### src/sv/json_string_unescaper_defines.svh
// Assertion macros shared by the JSON string unescaper RTL.
`ifndef JSON_STRING_UNESCAPER_DEFINES_SVH
`define JSON_STRING_UNESCAPER_DEFINES_SVH

// Same-cycle implication, disabled during reset.
`define JSU_ASSERT_NOW(label, clk, rst, ante, cons, msg) \
  label: assert property (@(posedge clk) disable iff (rst) (ante) |-> (cons)) \
    else $error(msg);

// Next-cycle implication, disabled during reset.
`define JSU_ASSERT_NEXT(label, clk, rst, ante, cons, msg) \
  label: assert property (@(posedge clk) disable iff (rst) (ante) |=> (cons)) \
    else $error(msg);

`endif

### src/sv/jsu_pkg.sv
// Shared types and constants of the JSON string unescaper.
`default_nettype none

package jsu_pkg;

  localparam int MAX_RESULTS = 5;
  localparam int CNT_W       = $clog2(MAX_RESULTS + 1);

  typedef enum logic [1:0] {
    KIND_DATA = 2'd0,
    KIND_DONE = 2'd1,
    KIND_ERR  = 2'd2
  } kind_t;

  // Results caused by one input beat, in output order.
  typedef struct packed {
    logic [CNT_W-1:0]                 count;
    logic [MAX_RESULTS-1:0][7:0]      bytes;
    logic [MAX_RESULTS-1:0][1:0]      kinds;
  } result_t;

endpackage

`default_nettype wire

### src/sv/jsu_decoder.sv
// Escape decoder: parse state and per-beat result list.
`default_nettype none

module jsu_decoder (
  input  wire logic            clk,
  input  wire logic            rst,
  input  wire logic            accept,
  input  wire logic [7:0]      data_byte,
  input  wire logic            end_of_text,
  output jsu_pkg::result_t     res
);
  import jsu_pkg::*;

  typedef enum logic [2:0] {
    M_IDLE    = 3'd0,
    M_STR     = 3'd1,
    M_ESC     = 3'd2,
    M_HEX1    = 3'd3,
    M_NEED_BS = 3'd4,
    M_NEED_U  = 3'd5,
    M_HEX2    = 3'd6
  } mode_t;

  typedef struct packed {
    logic [2:0]      len;
    logic [3:0][7:0] b;
  } utf8_t;

  localparam logic [7:0] CH_QUOTE = 8'h22;
  localparam logic [7:0] CH_BSL   = 8'h5c;
  localparam logic [7:0] CH_SLASH = 8'h2f;
  localparam logic [7:0] CH_B     = 8'h62;
  localparam logic [7:0] CH_F     = 8'h66;
  localparam logic [7:0] CH_N     = 8'h6e;
  localparam logic [7:0] CH_R     = 8'h72;
  localparam logic [7:0] CH_T     = 8'h74;
  localparam logic [7:0] CH_U     = 8'h75;

  function automatic logic [4:0] hex_val(input logic [7:0] c);
    logic [4:0] r;
    r = 5'h0;
    if (c >= 8'h30 && c <= 8'h39) r = {1'b1, 4'(c - 8'h30)};
    else if (c >= 8'h61 && c <= 8'h66) r = {1'b1, 4'(c - 8'h57)};
    else if (c >= 8'h41 && c <= 8'h46) r = {1'b1, 4'(c - 8'h37)};
    return r;
  endfunction

  function automatic utf8_t utf8_enc(input logic [20:0] cp);
    utf8_t u;
    u = '0;
    if (cp < 21'h80) begin
      u.len  = 3'd1;
      u.b[0] = {1'b0, cp[6:0]};
    end else if (cp < 21'h800) begin
      u.len  = 3'd2;
      u.b[0] = {3'b110, cp[10:6]};
      u.b[1] = {2'b10, cp[5:0]};
    end else if (cp < 21'h10000) begin
      u.len  = 3'd3;
      u.b[0] = {4'b1110, cp[15:12]};
      u.b[1] = {2'b10, cp[11:6]};
      u.b[2] = {2'b10, cp[5:0]};
    end else begin
      u.len  = 3'd4;
      u.b[0] = {5'b11110, cp[20:18]};
      u.b[1] = {2'b10, cp[17:12]};
      u.b[2] = {2'b10, cp[11:6]};
      u.b[3] = {2'b10, cp[5:0]};
    end
    return u;
  endfunction

  mode_t       mode, mode_next;
  logic [1:0]  hex_count, hex_count_next;
  logic [15:0] code_accum, code_accum_next;
  logic [9:0]  high_bits, high_bits_next;

  logic [4:0]  hv;
  logic [15:0] acc_shift;
  logic [20:0] pair_cp;
  utf8_t       data;
  logic        err, done, term;
  kind_t       term_kind;

  assign hv        = hex_val(data_byte);
  assign acc_shift = {code_accum[11:0], hv[3:0]};
  // Surrogate pair: low half minus 0xDC00 is just its low ten bits.
  assign pair_cp   = 21'h10000 + {1'b0, high_bits, acc_shift[9:0]};

  always_comb begin
    mode_next       = mode;
    hex_count_next  = hex_count;
    code_accum_next = code_accum;
    high_bits_next  = high_bits;
    data            = '0;
    err             = 1'b0;
    done            = 1'b0;

    case (mode)
      M_IDLE: begin
        if (data_byte == CH_QUOTE) mode_next = M_STR;
        else err = 1'b1;
      end
      M_STR: begin
        if (data_byte == CH_QUOTE) done = 1'b1;
        else if (data_byte < 8'h20) err = 1'b1;
        else if (data_byte == CH_BSL) mode_next = M_ESC;
        else begin
          data.len  = 3'd1;
          data.b[0] = data_byte;
        end
      end
      M_ESC: begin
        mode_next = M_STR;
        data.len  = 3'd1;
        case (data_byte)
          CH_QUOTE, CH_BSL, CH_SLASH: data.b[0] = data_byte;
          CH_B: data.b[0] = 8'h08;
          CH_F: data.b[0] = 8'h0c;
          CH_N: data.b[0] = 8'h0a;
          CH_R: data.b[0] = 8'h0d;
          CH_T: data.b[0] = 8'h09;
          CH_U: begin
            data.len        = 3'd0;
            mode_next       = M_HEX1;
            hex_count_next  = 2'd0;
            code_accum_next = 16'h0;
          end
          default: begin
            data.len = 3'd0;
            err      = 1'b1;
          end
        endcase
      end
      M_HEX1, M_HEX2: begin
        if (!hv[4]) begin
          err = 1'b1;
        end else if (hex_count != 2'd3) begin
          hex_count_next  = hex_count + 2'd1;
          code_accum_next = acc_shift;
        end else begin
          hex_count_next  = 2'd0;
          code_accum_next = 16'h0;
          if (mode == M_HEX1) begin
            if (acc_shift == 16'h0 || (acc_shift >= 16'hdc00 && acc_shift <= 16'hdfff)) begin
              err = 1'b1;
            end else if (acc_shift >= 16'hd800 && acc_shift <= 16'hdbff) begin
              high_bits_next = acc_shift[9:0];
              mode_next      = M_NEED_BS;
            end else begin
              data      = utf8_enc({5'b0, acc_shift});
              mode_next = M_STR;
            end
          end else begin
            if (acc_shift < 16'hdc00 || acc_shift > 16'hdfff) begin
              err = 1'b1;
            end else begin
              data      = utf8_enc(pair_cp);
              mode_next = M_STR;
            end
          end
        end
      end
      M_NEED_BS: begin
        if (data_byte == CH_BSL) mode_next = M_NEED_U;
        else err = 1'b1;
      end
      M_NEED_U: begin
        if (data_byte == CH_U) begin
          mode_next       = M_HEX2;
          hex_count_next  = 2'd0;
          code_accum_next = 16'h0;
        end else begin
          err = 1'b1;
        end
      end
      default: err = 1'b1;
    endcase

    // Input ran out inside the string.
    if (!err && !done && end_of_text) err = 1'b1;

    if (err || done) begin
      mode_next       = M_IDLE;
      hex_count_next  = 2'd0;
      code_accum_next = 16'h0;
      high_bits_next  = 10'h0;
    end
  end

  assign term      = err || done;
  assign term_kind = err ? KIND_ERR : KIND_DONE;

  always_comb begin
    res.count = CNT_W'(data.len) + CNT_W'(term);
    for (int i = 0; i < MAX_RESULTS; i++) begin
      res.bytes[i] = 8'h0;
      res.kinds[i] = KIND_DATA;
      if (i < 4 && 3'(i) < data.len) res.bytes[i] = data.b[2'(i)];
      if (term && 3'(i) == data.len) res.kinds[i] = term_kind;
    end
  end

  always_ff @(posedge clk) begin
    if (rst) begin
      mode       <= M_IDLE;
      hex_count  <= 2'd0;
      code_accum <= 16'h0;
      high_bits  <= 10'h0;
    end else if (accept) begin
      mode       <= mode_next;
      hex_count  <= hex_count_next;
      code_accum <= code_accum_next;
      high_bits  <= high_bits_next;
    end
  end

`include "json_string_unescaper_defines.svh"

  `JSU_ASSERT_NEXT(a_term_clears, clk, rst, accept && term, mode == M_IDLE && hex_count == 2'd0 && code_accum == 16'h0, "state not cleared after done or error")
  `JSU_ASSERT_NOW(a_hex_mode, clk, rst, hex_count != 2'd0, mode == M_HEX1 || mode == M_HEX2, "hex count outside a hex group")

endmodule

`default_nettype wire

### src/sv/jsu_emitter.sv
// Result buffer: holds one beat's results, sends one per cycle unless stalled.
`default_nettype none

module jsu_emitter (
  input  wire logic             clk,
  input  wire logic             rst,
  input  wire logic             load,
  input  wire jsu_pkg::result_t res,
  output logic                  busy,
  output logic                  out_valid,
  input  wire logic             out_stall,
  output logic [7:0]            out_byte,
  output logic [1:0]            kind,
  output logic                  last
);
  import jsu_pkg::*;

  logic [CNT_W-1:0]            remain;
  logic [MAX_RESULTS-1:0][7:0] bytes;
  logic [MAX_RESULTS-1:0][1:0] kinds;
  logic                        take;

  assign out_valid = remain != '0;
  assign take      = out_valid && !out_stall;
  assign last      = remain == CNT_W'(1);
  assign out_byte  = bytes[0];
  assign kind      = kinds[0];
  // Can load when empty, or when the final beat leaves this cycle.
  assign busy      = out_valid && !(last && take);

  always_ff @(posedge clk) begin
    if (rst) begin
      remain <= '0;
    end else if (load) begin
      remain <= res.count;
    end else if (take) begin
      remain <= remain - CNT_W'(1);
    end
  end

  always_ff @(posedge clk) begin
    if (load) begin
      bytes <= res.bytes;
      kinds <= res.kinds;
    end else if (take) begin
      for (int i = 0; i < MAX_RESULTS - 1; i++) begin
        bytes[i] <= bytes[i+1];
        kinds[i] <= kinds[i+1];
      end
    end
  end

`include "json_string_unescaper_defines.svh"

  `JSU_ASSERT_NOW(a_term_is_last, clk, rst, out_valid && kind != KIND_DATA, last, "done or error beat not marked last")
  `JSU_ASSERT_NEXT(a_drains, clk, rst, take && last && !load, !out_valid, "buffer not empty after last beat")

endmodule

`default_nettype wire

### src/sv/json_string_unescaper.sv
// Top level of the JSON string unescaper.
// Decodes one quoted JSON string given one raw byte per input beat, starting
// with the opening quote. Each beat yields zero to five result beats: decoded
// bytes (kind 0), a done beat on the closing quote (kind 1) or an error beat
// (kind 2); last marks the final result of an input byte. Parsing state is
// updated on each accepted byte, and the results go to a registered buffer
// that sends one beat per cycle unless out_stall holds it off, so the block
// takes one byte per cycle while each byte gives at most one result and the
// output does not stall. A byte that gives more results holds the input off
// while the buffer drains, as for multi-byte UTF-8 from \u escapes or data
// plus an error at end of text. After done or error it awaits an open quote.
`default_nettype none

module json_string_unescaper (
  input  wire logic       clk,
  input  wire logic       rst,
  input  wire logic       in_valid,
  output logic            in_stall,
  input  wire logic [7:0] data_byte,
  input  wire logic       end_of_text,
  output logic            out_valid,
  input  wire logic       out_stall,
  output logic [7:0]      out_byte,
  output logic [1:0]      kind,
  output logic            last
);
  import jsu_pkg::*;

  result_t res;
  logic    busy;
  logic    accept;

  assign in_stall = busy;
  assign accept   = in_valid && !busy;

  jsu_decoder u_decoder (
    .clk         (clk),
    .rst         (rst),
    .accept      (accept),
    .data_byte   (data_byte),
    .end_of_text (end_of_text),
    .res         (res)
  );

  jsu_emitter u_emitter (
    .clk       (clk),
    .rst       (rst),
    .load      (accept),
    .res       (res),
    .busy      (busy),
    .out_valid (out_valid),
    .out_stall (out_stall),
    .out_byte  (out_byte),
    .kind      (kind),
    .last      (last)
  );

endmodule

`default_nettype wire

### config.mk
export PLATFORM = sky130hd
export DESIGN_NAME = json_string_unescaper
export DESIGN_NICKNAME = d
export VERILOG_FILES = /design/src/sv/jsu_pkg.sv /design/src/sv/jsu_decoder.sv /design/src/sv/jsu_emitter.sv /design/src/sv/json_string_unescaper.sv
export VERILOG_INCLUDE_DIRS = /design/src /design/src/sv
export SDC_FILE = /design/constraint.sdc
export NUM_CORES = 1
export LEC_CHECK = 0
export ABC_CLOCK_PERIOD_IN_PS = 4800
export BUFFER_PORTS_ARGS = -buffer_cell sky130_fd_sc_hd__buf_2
export CORE_MARGIN = 2
export CORE_UTILIZATION = 55
export DETAILED_ROUTE_END_ITERATION = 10
export PLACE_DENSITY = 0.73
export SLEW_MARGIN = 20
export SYNTH_ARGS = -nofsm -noshare
export SYNTH_HDL_FRONTEND = slang
export SYNTH_SLANG_ARGS = --single-unit
### constraint.sdc
create_clock -name clk -period 4.8 [get_ports clk]
set_input_delay 0.96 -clock clk [delete_from_list [all_inputs] [get_ports clk]]
set_output_delay 0.96 -clock clk [all_outputs]
set_load 0.02 [all_outputs]
### Yosys cells after proc, flatten, opt, wreduce, memory -nomap -nowiden

Cells that the tools add are included.

* output and inout bits: 13
* flip-flop bits (word level): 72

* eq/ne operators: 34
* muxes and demuxes: 97
* add/subtract/negate cells: 7
* order comparisons: 22
* reduce and logical (&&, ||, !) cells: 43

Operators by type and width (count)
* 35-bit 2-to-1 mux: 6
* 8-bit 2-to-1 mux: 14
* 10-bit 2-to-1 mux: 7
* 32-bit 2-to-1 mux: 2
* 3-bit 2-to-1 mux: 19
* 8-bit by 7-bit equality test with 1-bit output (second input constant): 7
* 12-bit 2-to-1 mux: 4
* 24-bit 2-to-1 mux: 2
* 8-bit one-hot mux with 6 select lines: 1
* 16-bit >= comparator (second input constant): 2
* 16-bit less-or-equal comparator (second input constant): 2
* 16-bit 2-to-1 mux: 2
* 12-bit one-hot mux with 2 select lines: 1
* 8-bit one-hot mux with 3 select lines: 1
* 2-bit 2-to-1 mux: 11
* 22-bit 2-to-1 mux: 1
* 17-bit by 20-bit adder with 21-bit output (first input constant): 1
* 21-bit by 12-bit < comparator with 1-bit output (second input constant): 1
* 21-bit by 17-bit < comparator with 1-bit output (second input constant): 1
* 21-bit by 8-bit < comparator with 1-bit output (second input constant): 1
* 1-bit 2-to-1 mux: 18
* 3-bit by 1-bit inequality test with 1-bit output (second input constant): 6
* 3-bit one-hot mux with 6 select lines: 1
* 8-bit by 6-bit equality test with 1-bit output (second input constant): 2
* 47 further kinds: 90

### Logic depth before layout (Yosys ltp)

* depth in word-level cells: 21
* gate-level depth with buffers: 15

### Cells and area by module

From an unflattened synthesis, not the netlist that was laid out.

* cell total of the unflattened synthesis: 556
* area total of the unflattened synthesis: 5376.4 µm²

Modules (own cells, without submodules)
* jsu_decoder: times used 1, cells each 422, area each 3089.2 µm², sequential area each 540.5 µm²
* jsu_emitter: times used 1, cells each 133, area each 2273.4 µm², sequential area each 1561.5 µm²
* json_string_unescaper: times used 1, cells each 1, area each 13.8 µm², sequential area each 0.0 µm²

### Worst setup path before layout

No wires, ideal clock.

* path kind: input-to-reg
* start point: in data_byte[4]
* end point: reg u_emitter.remain[2]
* buffers on the path: 2
* cell stages on the path: 13
* data arrival time: 3732 ps
* path slack: 982 ps
* path through: buf_2 or4b_4 a311oi_4 nor2_2 a32oi_4 nand4_4 nor2_4 buf_4 inv_1 ha_1 ha_1 xor2_1 a211oi_1

* longest elaborated chain between the ends: 20
* elaborated cells between the ends (all ways): 79
* those cells by class: add/sub: 2; order compare: 18; eq/ne: 9; mux: 35; reduce/logical: 15

RTL lines
* start, declared: RTL line json_string_unescaper.sv:19 `input wire logic [7:0] data_byte,`
* branches (longest 18 deep; another with 17-bit by 20-bit adder with 21-bit output)
* 3-bit by 1-bit adder with 3-bit output *: RTL line jsu_decoder.sv:195 `res.count = CNT_W'(data.len) + CNT_W'(term);`
* 3-bit 2-to-1 mux *: RTL line jsu_emitter.sv:34 `end else if (load) begin`
* end signal, assigned: RTL line jsu_emitter.sv:35 `remain <= res.count;`
* end signal, assigned: RTL line jsu_emitter.sv:37 `remain <= remain - CNT_W'(1);`
* end, declared: RTL line jsu_emitter.sv:18 `logic [CNT_W-1:0] remain;`

Mark *: on every way between the ends.
A chain may end at the register's enable or synchronous reset.

### Worst setup path after layout

* start point: in data_byte[1]
* end point: reg u_emitter.remain[2]

Same word-level chain as after synthesis.

==> impl_metrics.env <==
export IMPL_cp_cell_sequence="buf_2 > inv_1 > ha_1 > nor3b_1 > a311oi_4 > a2111oi_1 > nand3_1 > nand3_1 > o221ai_1 > ha_1 > ha_1 > xor2_1 > a211oi_1"
export IMPL_fin_nets=509
export IMPL_place_ws_ps=568
export IMPL_critPathSlowestCell="a2111oi_1"
export IMPL_whs_ps=482
export IMPL_utilization=0.586
export IMPL_dr_pass1_iters=5
export IMPL_dpl_hpwl_um=7680
export IMPL_coreArea_um2=7140
export IMPL_drt_iter0_drc=324
export IMPL_p_clk_frac=0.185
export IMPL_crit_top_cell="ha_1"
export IMPL_worstMarginPinSlew_ps=973
export IMPL_grt_busiest_layer="met2"
export IMPL_finalWeightedCongestion=0.990
export IMPL_overflow=0
export IMPL_die_height_um=89.1
export IMPL_final_cells=585
export IMPL_fp_dieW_um=89.1
export IMPL_ys_seq_area_frac=0.339
export IMPL_cp_required_ps=5040
export IMPL_first_global_vias=3230
export IMPL_antenna_cells=0
export IMPL_cp_buffers_inverters=2
export IMPL_gr_usage_met3=0.0443
export IMPL_viasPerCell=6.48
export IMPL_fin_tns_setup_ps=0
export IMPL_rows=31
export IMPL_die_area_um2=7940
export IMPL_synth_flop_cell="dfxtp_1"
export IMPL_switching_share=0.360
export IMPL_yosysWarnings=0
export IMPL_critPathMaxStageDelay_ps=510
export IMPL_drt_drc_violations_left=0
export IMPL_cts_resized_gates=0
export IMPL_cts_buffer_depth=2
export IMPL_grt_max_degree=32
export IMPL_h_tree_depth=2
export IMPL_num_vias=3788
export IMPL_rsz0062_at_grt="false"
export IMPL_final_cell_mix="nor2_1 (50), a21oi_1 (48), nand2_1 (43), dfxtp_1 (30)"
export IMPL_hold_viol_final=0
export IMPL_clock_root_buffer="clkbuf_8"
export IMPL_dpl_cell_area_um2=4090
export IMPL_insertion_delay_ps=320
export IMPL_cp_end_kind="flop"
export IMPL_crit_arrival_ps=4230
export IMPL_drv_cap=0
export IMPL_syn_nets=509
export IMPL_async_reset_ff_frac=0
export IMPL_grt_util_met1=0.397
export IMPL_p_seq_frac=0.467
export IMPL_postCtsHoldBufs=0
export IMPL_syn_to_final_growth_pct=5.03
export IMPL_switching_power_mw=0.531
export IMPL_ys_types=75
export IMPL_final_antenna_net_count=0
export IMPL_place_inst=577
export IMPL_p_total_mw=1.47
export IMPL_powerDensity_nw_per_um2=353
export IMPL_critPathTopFamily="compound AO/OA/AOI/OAI gates"
export IMPL_antenna_found_initial=0
export IMPL_finClkSkew_ps=9.54
export IMPL_wl_per_cell_um=17.9
export IMPL_worst_setup_path_type="input port to flop"
export IMPL_synth_edf_count=25
export IMPL_grt_pass1_wl_um=16900
export IMPL_syn_inst=485
export IMPL_postLayoutCellArea_um2=4180
export IMPL_cts_tree="done"
export IMPL_portBuffers=25
export IMPL_hold_class="flop to flop"
export IMPL_max_slew_margin=0.349
export IMPL_clkSinkCount=55
export IMPL_drive_gt1_frac=0.115
export IMPL_cp_start_kind="input port"
export IMPL_clock_fmax_mhz=251
export IMPL_critPathMaxFanout=8
export IMPL_final_common_cell="nor2_1"
export IMPL_postCtsSetupBuffers=0
export IMPL_outcome="complete, no violations"
export IMPL_internal_power_mw=0.943
export IMPL_ios=26
export IMPL_p_comb_frac=0.347
export IMPL_grt_use_total=0.275
export IMPL_fin_ws_ps=809
export IMPL_finalSetupViolations=0
export IMPL_initial_utilization=0.558
export IMPL_finalCriticalPeriod_ps=3990
export IMPL_cts_buffers_inserted=5
export IMPL_cts_clk_slew_worst_paths_ps=100
export IMPL_synth_cell_area_um2=3980
export IMPL_period_share=0.831
export IMPL_wl_um=10500
export IMPL_grtUsageMet2=0.426
export IMPL_drv_slew=0
export IMPL_p_leak_nw=1.43
export IMPL_ir_drop_mv=0.138
export IMPL_avgSynthCellArea_um2=8.21
export IMPL_synth_seq_cells=55
-- path summary, 6_finish.rpt --
check	start	end	slack [ps]	cells after the start
max reg2reg	u_decoder.high_bits[6]	u_emitter.remain[2]	1230	10
max	data_byte[1]	u_emitter.remain[2]	810	13
min reg2reg	u_decoder.hex_count[1]	u_decoder.hex_count[1]	480	2
min	u_decoder.hex_count[1]	u_decoder.hex_count[1]	480	2
-- power by group through the flow --
stage	sequential, mW	clock (mW)	combinational [mW]
floorplan	0.693	0	0.430
global placement	0.700	0	0.502
detailed placement	0.701	0	0.511
CTS	0.690	0.275	0.513
global route	0.705	0.296	0.571
finish	0.689	0.273	0.512
-- per-layer routing --
metal,part of all wire,vias up
met1,0.43,1762
met2,0.46,190
met5,0,-
met4,0.030,0
met3,0.080,32
li1,-,1804
-- logic make-up after synthesis --
family                   Yosys count  synth area share
AND/OR/NAND/NOR                  211             0.287
AO/OA/AOI/OAI                    151             0.266
flip-flops                        55             0.339
buffers and inverters             50            0.0591
adder cells (fa/ha/maj)           11            0.0346
XOR/XNOR                           6            0.0132
other                              1          0.000942
-- Yosys cell counts, drive strengths merged, types with 9 or more instances --
master  instances  share of area
nor3           12          0.016
nor2b           9          0.014
a22oi          13          0.025
buf            15          0.026
nor2           52          0.052
ha             11          0.035
dfxtp          30           0.15
nand4          19          0.034
nand2b         25          0.039
o21ai          25          0.031
inv            12          0.011
clkbuf         23          0.022
nand2          43          0.041
nand3          12          0.015
a21oi          48          0.060
nor4           10          0.017
edfxtp         25           0.19
-- sequential cells by signal, summed over array words and instances, names as in the netlist --
register,count
u_emitter.kind,2
u_emitter.kinds,8
u_decoder.high_bits,10
u_decoder.hex_count,2
u_emitter.out_byte,8
u_emitter.bytes,7
u_decoder.mode,3
u_emitter.remain,3
u_decoder.code_accum,12
-- cell type report --
type                    count  area (um2)
multi-input cells         380        2390
clock inverters             3        27.5
inverters                  12        45.0
flip-flops and latches     55        1350
repair buffers             31         170
well taps                  99         124
fillers                   683        2960
clock buffers               5        68.8
-- worst reg2reg max path, cell delays in order, from the launching register on --
cell	delay, ps
dfxtp_1	430
ha_1	290
nor2_1	140
o211ai_1	400
nor4_1	880
nor2_1	300
a21oi_1	330
nor2_1	100
ha_1	230
xor2_1	160
a211oi_1	220
No activity file was read; power rests on OpenSTA's default activity.
